### config.mk
export PLATFORM = sky130hd
export DESIGN_NAME = posit_to_double_decoder_flat
export DESIGN_NICKNAME = d
export VERILOG_FILES = /design/src/hw/rtl/p2d_pkg.sv /design/src/hw/rtl/p2d_req_if.sv /design/src/hw/rtl/p2d_rsp_if.sv /design/src/hw/rtl/posit_to_double_decoder.sv /design/src/hw/rtl/p2d_decode.sv /design/src/flat_wrapper.sv
export VERILOG_INCLUDE_DIRS = /design/src /design/src/hw/rtl
export SDC_FILE = /design/constraint.sdc
export NUM_CORES = 1
export LEC_CHECK = 0
export BUFFER_PORTS_ARGS = -buffer_cell sky130_fd_sc_hd__buf_2
export CAP_MARGIN = 20
export CELL_PAD_IN_SITES_DETAIL_PLACEMENT = 1
export CELL_PAD_IN_SITES_GLOBAL_PLACEMENT = 2
export CORE_AREA = 3 3 121 123
export DETAILED_ROUTE_END_ITERATION = 7
export DIE_AREA = 0 0 124 126
export PLACE_DENSITY = 0.87
export SLEW_MARGIN = 20
export SYNTH_ARGS = -nofsm -noshare
export SYNTH_HDL_FRONTEND = slang
export SYNTH_SLANG_ARGS = --single-unit
export TNS_END_PERCENT = 10
### constraint.sdc
create_clock -name clock -period 16.5 [get_ports clock]
set_clock_uncertainty 0.15 [all_clocks]
set_input_delay 1.65 -clock clock [delete_from_list [all_inputs] [get_ports clock]]
set_output_delay 1.65 -clock clock [all_outputs]
set_load 0.005 [all_outputs]
### src/hw/rtl/assert_macros.svh
// Assertion macros used by the top-level RTL file.
// No dependencies.
`ifndef ASSERT_MACROS_SVH
`define ASSERT_MACROS_SVH
// check an implication on every rising clock edge outside reset
`define ASSERT_CLK(label, clk, rst, prop) \
   label: assert property (@(posedge clk) disable iff (rst) prop) \
      else $error("assertion failed");
// check that a condition is followed by another on the next clock edge
`define ASSERT_NEXT(label, clk, rst, pre, post) \
   label: assert property (@(posedge clk) disable iff (rst) (pre) |=> (post)) \
      else $error("assertion failed");
`endif

### src/hw/rtl/p2d_pkg.sv
// Package for the posit to double decoder: types and constants.
// No dependencies.
`timescale 1ns / 1ps
package p2d_pkg;
   localparam int unsigned MAX_ES     = 4;
   localparam int unsigned FRAC_BITS  = 52;
   localparam int unsigned EXP_BITS   = 11;
   localparam int unsigned DBL_BIAS   = 1023;
   localparam int unsigned WORD_BITS  = 16;
   localparam int unsigned ES_BITS    = 3;
   localparam logic [63:0] QNAN_BITS  = 64'h7FF8_0000_0000_0000;

   typedef enum logic [1:0] {
      CLASS_NORMAL = 2'd0,
      CLASS_ZERO   = 2'd1,
      CLASS_NAR    = 2'd2
   } value_class_type;
endpackage

### src/hw/rtl/p2d_req_if.sv
// Valid/ready channel interface for posit words in.
// Depends on p2d_pkg.
`timescale 1ns / 1ps
interface p2d_req_if;
   import p2d_pkg::*;
   logic                 valid;
   logic                 ready;
   logic [WORD_BITS-1:0] posit_word;
   modport source (output valid, output posit_word, input ready);
   modport sink (input valid, input posit_word, output ready);
endinterface

### src/hw/rtl/p2d_rsp_if.sv
// Valid/ready channel interface for decoded double words.
// Depends on p2d_pkg.
`timescale 1ns / 1ps
interface p2d_rsp_if;
   import p2d_pkg::*;
   logic        valid;
   logic        ready;
   logic [63:0] double_word;
   logic [1:0]  value_class;
   modport source (output valid, output double_word, output value_class, input ready);
   modport sink (input valid, input double_word, input value_class, output ready);
endinterface

### src/hw/rtl/posit_to_double_decoder.sv
// Top level of the posit to double decoder.
// Depends on p2d_pkg, p2d_req_if, p2d_rsp_if, p2d_decode, assert_macros.svh.
//
// Use: posit words arrive on req (valid/ready), decoded doubles leave on
// rsp together with a class code (ordinary, zero, NaR). The csr port sets
// the number of exponent bits; write it only while the block is idle.
// An accepted word moves through the input register, then the result
// register, whose valid flag drives rsp valid. Throughput: one word per
// cycle while rsp is not stalled, set by the single decode pass between
// the two registers. Reset clears both valid flags and exp_size to zero.
// When the receiver stalls, the result register holds its word; the input
// register fills, then holds; req.ready falls only while both are full.
`timescale 1ns / 1ps
`include "assert_macros.svh"
module posit_to_double_decoder #(
   parameter int unsigned POSIT_BITS = 16
) (
   input  logic                     clock,
   input  logic                     reset,
   p2d_req_if.sink                  req,
   p2d_rsp_if.source                rsp,
   input  logic                     csr_write_enable,
   input  logic [p2d_pkg::ES_BITS-1:0] csr_write_data
);
   import p2d_pkg::*;

   logic [ES_BITS-1:0]    exp_size_ff;
   logic                  in_valid_ff;
   logic [POSIT_BITS-1:0] in_word_ff;
   logic                  out_valid_ff;
   logic [63:0]           out_word_ff;
   logic [1:0]            out_class_ff;
   logic [63:0]           dec_word;
   logic [1:0]            dec_class;
   logic                  out_load;

   // advance the result register when empty or being taken
   assign out_load  = !out_valid_ff || rsp.ready;
   assign req.ready = !in_valid_ff || out_load;

   p2d_decode #(.POSIT_BITS(POSIT_BITS)) u_dec (
      .posit(in_word_ff), .exp_size(exp_size_ff),
      .double_word(dec_word), .value_class(dec_class)
   );

   always_ff @(posedge clock) begin
      if (reset) begin
         exp_size_ff  <= '0;
         in_valid_ff  <= 1'b0;
         out_valid_ff <= 1'b0;
      end else begin
         if (csr_write_enable)
            exp_size_ff <= csr_write_data;
         if (req.ready)
            in_valid_ff <= req.valid;
         if (out_load)
            out_valid_ff <= in_valid_ff;
      end
      if (req.ready && req.valid)
         in_word_ff <= req.posit_word[POSIT_BITS-1:0];
      if (out_load && in_valid_ff) begin
         out_word_ff  <= dec_word;
         out_class_ff <= dec_class;
      end
   end

   assign rsp.valid       = out_valid_ff;
   assign rsp.double_word = out_word_ff;
   assign rsp.value_class = out_class_ff;

   `ASSERT_CLK(a_hold_full, clock, reset,
      (in_valid_ff && out_valid_ff && !rsp.ready) |-> !req.ready)
   `ASSERT_NEXT(a_out_moves, clock, reset, in_valid_ff && !out_valid_ff, out_valid_ff)
   `ASSERT_CLK(a_class_ok, clock, reset,
      out_valid_ff |-> (out_class_ff != 2'd3))
endmodule

### src/hw/rtl/p2d_decode.sv
// Combinational posit field decode: sign, regime, exponent, fraction.
// Depends on p2d_pkg.
`timescale 1ns / 1ps
module p2d_decode #(
   parameter int unsigned POSIT_BITS = 16
) (
   input  logic [POSIT_BITS-1:0]   posit,
   input  logic [p2d_pkg::ES_BITS-1:0] exp_size,
   output logic [63:0]             double_word,
   output logic [1:0]              value_class
);
   import p2d_pkg::*;
   localparam int unsigned N = POSIT_BITS;
   localparam int unsigned CW = $clog2(N + 1);

   logic [N-1:0]  mag;
   logic [N-1:0]  norm;
   logic [CW-1:0] run;
   logic          first;
   logic          sgn;
   logic          found;
   logic [2:0]    es;
   logic [N+3:0]  body;
   logic [3:0]    ex;
   logic [N-1:0]  fr;
   logic signed [15:0] k;
   logic signed [15:0] e;
   logic [FRAC_BITS-1:0] frac;

   always_comb begin
      sgn   = posit[N-1];
      mag   = sgn ? (~posit + 1'b1) : posit;
      first = mag[N-2];
      // count the run with a priority search, one step per bit
      run   = CW'(N - 1);
      found = 1'b0;
      for (int i = N - 2; i >= 0; i--) begin
         if (!found && mag[i] != first) begin
            run   = CW'(N - 2 - i);
            found = 1'b1;
         end
      end
      es = (exp_size > ES_BITS'(MAX_ES)) ? ES_BITS'(MAX_ES) : exp_size;
      // drop sign, run and terminator; left-align what remains
      norm = (mag << run) << 2;
      body = {norm, 4'b0};
      ex   = 4'(body[N+3 -: 4] >> (4 - es));
      // drop the exponent bits; the fraction stays left-aligned
      fr   = norm << es;
      k    = first ? 16'(signed'({1'b0, run})) - 16'sd1
                   : -16'(signed'({1'b0, run}));
      e    = 16'(signed'({1'b0, ex})) + (k <<< es) + 16'sd1023;
      frac = '0;
      frac[FRAC_BITS-1 -: N] = fr;
      if (posit == '0) begin
         double_word = '0;
         value_class = CLASS_ZERO;
      end else if (posit == {1'b1, {(N-1){1'b0}}}) begin
         double_word = QNAN_BITS;
         value_class = CLASS_NAR;
      end else begin
         double_word = {sgn, e[EXP_BITS-1:0], frac};
         value_class = CLASS_NORMAL;
      end
   end
endmodule

### src/flat_wrapper.sv
// flat-port wrapper written by rule: the top's interface ports become plain ports
module posit_to_double_decoder_flat import p2d_pkg::*;
#(
   parameter int unsigned POSIT_BITS = 16
)
  (clock, reset, csr_write_enable, csr_write_data, req_valid, req_posit_word, req_ready, rsp_valid, rsp_double_word, rsp_value_class, rsp_ready);
  p2d_req_if req_i ();
  p2d_rsp_if rsp_i ();
  input  logic clock;
  input  logic reset;
  input  logic csr_write_enable;
  input  logic [p2d_pkg::ES_BITS-1:0] csr_write_data;
  input wire logic [$bits(req_i.valid)-1:0] req_valid;
  input wire logic [$bits(req_i.posit_word)-1:0] req_posit_word;
  output wire logic [$bits(req_i.ready)-1:0] req_ready;
  output wire logic [$bits(rsp_i.valid)-1:0] rsp_valid;
  output wire logic [$bits(rsp_i.double_word)-1:0] rsp_double_word;
  output wire logic [$bits(rsp_i.value_class)-1:0] rsp_value_class;
  input wire logic [$bits(rsp_i.ready)-1:0] rsp_ready;
  assign req_i.valid = req_valid;
  assign req_i.posit_word = req_posit_word;
  assign req_ready = req_i.ready;
  assign rsp_valid = rsp_i.valid;
  assign rsp_double_word = rsp_i.double_word;
  assign rsp_value_class = rsp_i.value_class;
  assign rsp_i.ready = rsp_ready;
  posit_to_double_decoder #(.POSIT_BITS(POSIT_BITS)) u_core (.clock(clock), .reset(reset), .req(req_i), .rsp(rsp_i), .csr_write_enable(csr_write_enable), .csr_write_data(csr_write_data));
endmodule
==> results by group, run 1 <==
Clocking
  – CTS Sinks: 49
  – Clock buffer depth: 2
  – # hold bufs at CTS: 0
  – Clock transition at path regs: 0.07 ns
  – Number of buffers created by CTS: 5
  – CTS root buf: clkbuf_16
  – H-tree depth: 2
  – Clock Latency Late Sink: 0.29 ns
  – CTS tree: built
  – # resized after CTS: 0
  – Setup Buffers After CTS: 0

Run
  – Max_cap viols: 0

Yosys
  – Mapped Area: 4980 sq um
  – Syn Inst Count: 564
  – Post-synth top area cell: edfxtp_1
  – Post-synth EDFFs: 44
  – Sequential fraction of the synthesis area: 28.5%
  – Synth warn: 0
  – Share of the synthesized area in the top cell type: 26.5%
  – Async S/R FF share, synth: 0%
  – Mean area per synthesized cell: 8.83 sq um
  – Most frequent cell after synthesis: nand2_1
  – Area contributors post-synth: edfxtp_1 27%, buf_4 5.7%, ha_1 4.5%, a21oi_1 4.0%, mux2i_1 3.8%
  – Seq cells post-synth: 49
  – Post-synth top cells: 47 x nand2_1, 45 x nor2_1, 44 x edfxtp_1
  – Number of distinct library cells after synthesis: 94
  – Most used flip-flop cell after synthesis: edfxtp_1

Layout
  – Ratio of cells with drive above 1 in the final layout: 16.6%
  – Fill count: 1,674
  – Diodes inserted: 0
  – Area of the multi-input gates: 3190 sq um
  – Register area: 1420 sq um
  – Nets: 646
  – Synthesis-to-finish area growth: 8.19%

Hold path
  – Hold Crit Class: reg2reg
  – Hold Path Depth: 2

Floorplanning
  – Rows: 43
  – Die Height: 126 microns
  – Initial Utilization: 36.2%
  – # IOs: 92
  – Die ar.: 15,600 sq um
  – Die Wd: 124 microns
  – Core area: 13,800 sq um

Detailed routing
  – DR pass1 iterations: 4
  – Total routed wirelength: 14,400 microns
  – Via density: 5.63
  – DR vias: 4,416
  – Drt drc: 0
  – Wire per inst: 18.4 microns
  – Initial DRC count: 297
  – Final ANT Viol Nets: 0

Power
  – Peak supply drop: 0.0400 mV
  – Pwr Density: 96.9 nW/um^2
  – Leakage: 2.12 nW
  – Flop pwr share: 32.7%
  – Switching share of power: 38.4%
  – Clock group share of total power: 19.0%
  – Sw power: 200 uW
  – Comb pwr share: 48.3%
  – Int Pwr: 322 uW
  – Pwr Total: 522 uW

Worst setup path
  – Critical path class: reg2reg
  – CP Launch Point: u_core.in_word_ff[0]
  – Startpoint Class: register
  – Crit path to: u_core.rsp.double_word[62]
  – Crit Path Max Fanout: 12
  – Crit-path max cell delay: 0.65 ns
  – Worst R2R Path Depth: 28
  – Worst path slowest cell: or4b_1
  – Data required time of the worst path: 16.37 ns
  – Crit path DAT: 7.38 ns
  – Reg-to-Reg End: u_core.rsp.double_word[62]
  – Critical path's most frequent cell: a21oi_1
  – Worst R2R Start: u_core.in_word_ff[0]
  – Element type at the critical path end: register
  – FF-to-FF setup slack: 8.99 ns

Global route
  – Overflow after GRT: 0
  – All-Layer GR Usage: 18.7%
  – First-pass GRT wire length: 23,600 microns
  – Vias in the first global route: 4,520
  – Initial antenna violation count: 0
  – Largest net degree at the start of global routing: 29

Outcome
  – Status: completed

STA
  – Pins Over Slew Limit: 0
  – Part of the cycle the worst path needs: 45.5%
  – Total Neg Setup Slack: 0 ns
  – Relative slew slack: 29.6%
  – RSZ-0062 raised after global routing: no
  – Least-Margin Pin Slew: 1.05 ns
  – # setup viols final: 0
  – Min Clock Period, post-route: 7.51 ns
  – F_max: 0.133 GHz
  – Fin. Hold Viols: 0

Place
  – PortBufs: 53
  – Hpwl dp: 11,400 microns
  – RD Place Congestion: 0.920
==> worst max-delay path: cells and delay by family (launching register included) <==
| kind | cells | cell delay (ns) |
|---|---|---|
| DFF | 1 | 0.58 |
| and+or+nand+nor | 4 | 1.08 |
| xor gates and xnor gates | 3 | 0.81 |
| adders and majority gates | 3 | 0.79 |
| buffers and inverters | 3 | 0.41 |
| AOI/OAI and AO/OA | 15 | 3.44 |
==> logic make-up after synthesis <==
kind of cell / Yosys count / synth area share, %
other: 1 / 0.0753
XOR/XNOR: 29 / 5.25
multiplexers: 28 / 6.98
AND/OR/NAND/NOR: 169 / 17.5
flip-flops: 49 / 28.5
AO/OA/AOI/OAI: 177 / 26.4
adder cells (fa/ha/maj): 19 / 4.92
buffers and inverters: 92 / 10.3
==> power groups by stage <==
| stage | clock network, mW | logic [mW] | registers, mW |
|---|---|---|---|
| after floorplan | 0 | 0.197 | 0.169 |
| after global placement | 0 | 0.243 | 0.173 |
| after detailed placement | 0 | 0.250 | 0.174 |
| after CTS | 0.101 | 0.252 | 0.171 |
| after global routing | 0.107 | 0.284 | 0.173 |
| final | 0.0991 | 0.252 | 0.171 |
==> routing by layer <==
layer	global-route usage, %	up-vias	share of wire [%]
met1	24.1	2182	44
met5	0	-	0
li1	-	2115	-
met2	32.6	99	51
met3	2.60	20	3.5
met4	4.57	0	1.7
==> worst min-delay path by stage <==
stage / slack (ns) / end / startpoint
floorplan: 0.33 / u_core.rsp.valid / u_core.in_valid_ff
global placement: 0.34 / u_core.rsp.valid / u_core.in_valid_ff
detailed placement: 0.38 / u_core.in_valid_ff / u_core.in_valid_ff
CTS: 0.40 / u_core.in_valid_ff / u_core.in_valid_ff
global route: 0.44 / u_core.rsp.valid / u_core.in_valid_ff
finish: 0.39 / u_core.rsp.valid / u_core.in_valid_ff
==> cells in the final DEF (no fill, tap or decap), types with 5 or more instances in the layout <==
cell,synthesis,layout
xnor2_1,21,21
nor2_1,45,45
inv_1,23,23
and3_1,5,5
dfxtp_1,5,5
a21o_1,5,5
mux2i_1,19,19
nand2_1,47,47
ha_1,18,18
o21ai_0,34,34
buf_2,6,53
a211oi_1,6,6
mux4_2,5,5
o211ai_1,7,7
conb_1,1,39
xor2_1,7,7
nor3_1,10,10
nand3_1,11,11
clkbuf_16,0,5
nand2b_1,7,7
and2_1,6,6
buf_4,38,6
edfxtp_1,44,44
nor2b_1,6,5
a21oi_1,40,40
o21bai_1,6,6
==> area by class of cell <==
class                           instances  area share, %
Multi-Input combinational cell        461           59.2
Sequential cell                        49           26.4
Clock buffer                            8           2.53
Inverter                               27           1.97
Timing Repair Buffer                   59           5.76
Tap cell                              180           4.18
==> flip-flops by register name, indices dropped and copies added (netlist names) <==
signal and flops:
u_core.rsp.value_class 2, u_core.exp_size_ff 3, u_core.in_valid_ff 1, u_core.rsp.valid 1
u_core.rsp.double_word 26, u_core.in_word_ff 16
==> per-stage QoR <==
stage          setup slack, ns  util [%]  hold WS (ns)  cells  area, sq um
2_1_floorplan            10.19         -         0.328    602         5120
3_3_place_gp              9.33      38.1         0.343    776         5250
3_5_place_dp              9.06      38.1         0.379    776         5250
4_1_cts                   9.04      39.1         0.395    784         5390
5_1_grt                   8.43      39.1         0.436    784         5390
6_report                  8.99      39.1         0.390    784         5390
No activity file was read; power rests on OpenSTA's default activity.
==> inputs of run 2 (changes only) <==
--- a/config.mk
+++ b/config.mk
@@ -10,10 +10,10 @@
 export CAP_MARGIN = 20
 export CELL_PAD_IN_SITES_DETAIL_PLACEMENT = 1
 export CELL_PAD_IN_SITES_GLOBAL_PLACEMENT = 2
-export CORE_AREA = 3 3 121 123
+export CORE_AREA = 3 3 131 133
 export DETAILED_ROUTE_END_ITERATION = 7
-export DIE_AREA = 0 0 124 126
-export PLACE_DENSITY = 0.87
+export DIE_AREA = 0 0 134 136
+export PLACE_DENSITY = 0.79
 export SLEW_MARGIN = 20
 export SYNTH_ARGS = -nofsm -noshare
 export SYNTH_HDL_FRONTEND = slang
==> constraint.sdc (replaced) <==
create_clock -name clock -period 6.1 [get_ports clock]
set_clock_uncertainty 0.15 [all_clocks]
set_input_delay 0.61 -clock clock [delete_from_list [all_inputs] [get_ports clock]]
set_output_delay 0.61 -clock clock [all_outputs]
set_load 0.005 [all_outputs]
==> results by group, run 2 (synthesis gave the netlist of run 1 again) <==
Outcome
  – Status: finished, violations left
  – Failing checks: setup timing

Detailed routing
  – DR vias: 4,924
  – Drt drc: 0
  – Total routed wirelength: 17,100 microns
  – Wire per inst: 18.1 microns
  – Initial DRC count: 269
  – Via density: 5.19
  – Final ANT Viol Nets: 0
  – DR pass1 iterations: 4

STA
  – Fin. Hold Viols: 0
  – F_max: 0.160 GHz
  – # setup viols final: 3
  – Part of the cycle the worst path needs: 103%
  – Total Neg Setup Slack: -0.241 ns
  – Min Clock Period, post-route: 6.26 ns
  – RSZ-0062 raised after global routing: yes
  – Fin Hold WS: 0.335 ns
  – Pins Over Slew Limit: 0
  – Least-Margin Pin Slew: 1.06 ns
  – Final worst slack: -0.162 ns
  – Relative slew slack: 29.3%

Clocking
  – # hold bufs at CTS: 0
  – CTS tree: built
  – Clock buffer depth: 2
  – Number of buffers created by CTS: 5
  – CTS root buf: clkbuf_16
  – Clock Latency Late Sink: 0.30 ns
  – CTS Sinks: 49
  – H-tree depth: 2
  – Clock transition at path regs: 0.07 ns

Layout
  – Ratio of cells with drive above 1 in the final layout: 38.3%
  – Commonest cells after routing, fill and taps aside: 130 x buf_4, 53 x buf_2, 47 x nand2_1
  – Register area: 1420 sq um
  – Area of the multi-input gates: 3500 sq um
  – Synthesis-to-finish area growth: 35.2%
  – Nets: 774
  – Layout Utilization: 42.2%
  – Fill count: 1,910
  – Diodes inserted: 0
  – Commonest non-fill, non-tap cell in the layout: buf_4
  – Largest register FFs: 26
  – Final std cells w/o fill: 948

Global route
  – Overflow after GRT: 0
  – All-Layer GR Usage: 18.5%
  – Vias in the first global route: 5,295
  – First-pass GRT wire length: 27,200 microns
  – Largest net degree at the start of global routing: 29
  – Initial antenna violation count: 0

Place
  – Dpl cells: 916
  – RD Place Congestion: 0.900
  – PortBufs: 53
  – Hpwl dp: 13,600 microns

Worst setup path
  – Crit Path Max Fanout: 5
  – Crit-path max cell delay: 0.49 ns
  – Element type at the critical path end: register
  – Crit path DAT: 6.13 ns
  – Startpoint Class: register
  – Worst path slowest cell: or4b_4
  – Data required time of the worst path: 5.97 ns
  – Critical path's most frequent cell: a21oi_2
  – Critical path class: reg2reg

Power
  – Pwr Density: 251 nW/um^2
  – Leakage: 2.82 nW
  – Peak supply drop: 0.143 mV

Floorplanning
  – Die ar.: 18,200 sq um
  – # IOs: 92
  – Die Height: 136 microns
  – Core area: 15,900 sq um
  – Initial Utilization: 31.2%
  – Rows: 46
  – Die Wd: 134 microns

Hold path
  – Hold Crit Class: in2reg

Run
  – Max_cap viols: 0
## run 2: critical path, delay by kind of cell, from the launching register on
kind,cells,cell delay [ns]
AOI/OAI and AO/OA,13,1.91
xor gates and xnor gates,3,0.51
adders and majority gates,3,0.43
buffers and inverters,5,0.61
DFF,1,0.42
muxes,2,0.64
and+or+nand+nor,5,1.32
## run 2: per-layer routing
metal / part of all wire (%) / wire [microns] / global-route usage (%)
met1: 40 / 6930 / 20.8
met4: 2.4 / 404 / 5.26
met3: 3.5 / 601 / 2.74
met2: 54 / 9190 / 36.1
met5: 0 / 0 / 0
## run 2: per-stage QoR
stage          setup WS [ns]  total power, mW  cell area [sq um]
2_1_floorplan        0.00342             1.00               5170
3_3_place_gp          -0.120             1.29               6140
3_5_place_dp          -0.299             1.32               6140
4_1_cts               -0.145             1.66               6530
5_1_grt               -0.447             1.81               6740
6_report              -0.162             1.69               6740
## run 2: worst paths after layout
path	startpoint	end	slack [ns]	cells past startpoint
setup / recovery	u_core.in_word_ff[0]	u_core.rsp.double_word[62]	-0.16	31
hold / removal	req_posit_word[15]	u_core.in_word_ff[15]	0.33	1
setup reg to reg	u_core.in_word_ff[0]	u_core.rsp.double_word[62]	-0.16	31
hold reg to reg	u_core.in_valid_ff	u_core.rsp.valid	0.40	2
## run 2: repair_timing
action / CTS / global route
cloned: 0 / 0
pin swaps: 26 / 26
gates resized for setup: 34 / 30
setup buffers: 14 / 10
setup endpoints to repair: 4 / 6
## run 2: where the power goes
group          internal [mW]  switching (mW)  total [mW]
clock network          0.149           0.124       0.272
registers              0.434          0.0173       0.451
logic                  0.473           0.496       0.969
## run 2: area by class of cell
class	count	area share (%)
clock buffers	5	1.86
clock inverters	3	0.186
inverters	27	1.65
multi-input cells	461	51.9
flip-flops and latches	49	21.1
well taps	216	4.01
repair buffers	187	19.3
==> inputs of run 3 (changes only) <==
--- a/config.mk
+++ b/config.mk
@@ -10,9 +10,9 @@
 export CAP_MARGIN = 20
 export CELL_PAD_IN_SITES_DETAIL_PLACEMENT = 1
 export CELL_PAD_IN_SITES_GLOBAL_PLACEMENT = 2
-export CORE_AREA = 3 3 131 133
+export CORE_AREA = 2 2 130 132
 export DETAILED_ROUTE_END_ITERATION = 7
-export DIE_AREA = 0 0 134 136
+export DIE_AREA = 0 0 132 134
 export PLACE_DENSITY = 0.79
 export SLEW_MARGIN = 20
 export SYNTH_ARGS = -nofsm -noshare
==> results by group, run 3 (synthesis gave the netlist of run 1 again) <==
Worst setup path
  – Worst R2R Start: u_core.in_word_ff[0]
  – FF-to-FF setup slack: -0.12 ns
  – Worst R2R Path Depth: 33
  – Crit-path max cell delay: 0.49 ns
  – Critical path class: reg2reg
  – Crit Path Max Fanout: 8
  – Crit path to: u_core.rsp.double_word[62]
  – Worst path slowest cell: or4b_4
  – Reg-to-Reg End: u_core.rsp.double_word[62]
  – Crit path DAT: 6.11 ns
  – Element type at the critical path end: register
  – Data required time of the worst path: 5.99 ns
  – CP Launch Point: u_core.in_word_ff[0]
  – Startpoint Class: register

Global route
  – First-pass GRT wire length: 26,700 microns
  – Overflow after GRT: 0
  – All-Layer GR Usage: 18.9%
  – Vias in the first global route: 5,276
  – Initial antenna violation count: 0
  – Largest net degree at the start of global routing: 29

Detailed routing
  – Wire per inst: 18.3 microns
  – Initial DRC count: 264
  – DR vias: 4,952
  – DR pass1 iterations: 4
  – Final ANT Viol Nets: 0
  – Drt drc: 0
  – Via density: 5.20
  – Total routed wirelength: 17,400 microns

Outcome
  – Failing checks: setup timing
  – Status: finished, violations left

Floorplanning
  – Initial Utilization: 30.6%
  – # IOs: 92
  – Core area: 16,300 sq um
  – Die ar.: 17,700 sq um
  – Die Height: 134 microns
  – Die Wd: 132 microns
  – Rows: 47

Layout
  – Synthesis-to-finish area growth: 36.3%
  – Layout Utilization: 41.7%
  – Commonest non-fill, non-tap cell in the layout: buf_4
  – Commonest cells after routing, fill and taps aside: 130 x buf_4, 53 x buf_2, 47 x nand2_1
  – Register area: 1420 sq um
  – Nets: 774
  – Largest register FFs: 26
  – Ratio of cells with drive above 1 in the final layout: 39.1%
  – Fill count: 1,932
  – Diodes inserted: 0
  – Final std cells w/o fill: 952
  – Area of the multi-input gates: 3520 sq um

STA
  – Fin. Hold Viols: 0
  – Total Neg Setup Slack: -0.200 ns
  – Pins Over Slew Limit: 0
  – RSZ-0062 raised after global routing: yes
  – Part of the cycle the worst path needs: 102%
  – Least-Margin Pin Slew: 1.03 ns
  – # setup viols final: 2
  – F_max: 0.161 GHz
  – Min Clock Period, post-route: 6.22 ns
  – Final worst slack: -0.119 ns
  – Relative slew slack: 31.1%

Hold path
  – Hold Path Depth: 1
  – Hold Crit Class: in2reg

Place
  – Pre-CTS WS: -0.331 ns
  – Hpwl dp: 13,600 microns
  – PortBufs: 53
  – RD Place Congestion: 0.903
  – Dpl cells: 923

Power
  – Pwr Density: 257 nW/um^2
  – Peak supply drop: 0.135 mV
  – Leakage: 2.83 nW
  – Pwr Total: 1.75 mW

Run
  – Max_cap viols: 0

Clocking
  – # hold bufs at CTS: 0
  – Clock Latency Late Sink: 0.31 ns
  – CTS tree: built
  – H-tree depth: 2
  – CTS root buf: clkbuf_16
  – Clock buffer depth: 2
  – CTS Sinks: 49
  – Number of buffers created by CTS: 5
  – Clock transition at path regs: 0.07 ns
==> run 3: where the power goes <==
group	switching, mW	internal, mW
Sequential	0.0165	0.434
Clock	0.132	0.195
Combinational	0.498	0.470
Total	0.647	1.10
==> run 3: layer usage <==
metal  vias to the layer above  GRT usage, %  wire length, microns
met5                         -             0                     0
met4                         0          6.34                   416
met3                        38          3.21                   509
met2                       112          36.7                  9390
met1                      2430          20.5                  7080
li1                       2372             -                     -
==> run 3: through the flow <==
stage | hold WS (ns) | area, sq um
after floorplan | 0.328 | 5170
after global placement | 0.340 | 6150
after detailed placement | 0.393 | 6150
after CTS | 0.322 | 6570
after global routing | 0.324 | 6790
final | 0.328 | 6790
==> run 3: timing repair <==
action,in CTS,in global routing
endpoints found under the setup margin,4,4
setup buffers,13,8
pin swaps,25,31
resized for setup,31,35
cloned,0,0
==> run 3: worst min path at each step <==
stage,start,slack [ns],end
6_report,req_posit_word[11],0.33,u_core.in_word_ff[11]
5_1_grt,req_posit_word[2],0.32,u_core.in_word_ff[2]
4_1_cts,req_posit_word[11],0.32,u_core.in_word_ff[11]
3_5_place_dp,u_core.in_valid_ff,0.39,u_core.rsp.valid
3_3_place_gp,u_core.in_valid_ff,0.34,u_core.rsp.valid
2_1_floorplan,u_core.in_valid_ff,0.33,u_core.rsp.valid
==> run 3: worst max-delay path, delay by kind of cell (launching register included) <==
kind            cells  cell delay, ns
xor+xnor            4            0.72
buf+inv             5            0.55
fa+ha+maj           4            0.82
simple gates        5            0.87
flops               1            0.41
compound gates     15            2.43
==> run 3: layout make-up <==
| cell class | count | share of cell area [%] |
|---|---|---|
| multi-input cells | 461 | 51.8 |
| inverters | 27 | 1.64 |
| flip-flops and latches | 49 | 20.9 |
| clock buffers | 6 | 1.90 |
| well taps | 220 | 4.05 |
| repair buffers | 187 | 19.1 |
| clock inverters | 2 | 0.571 |
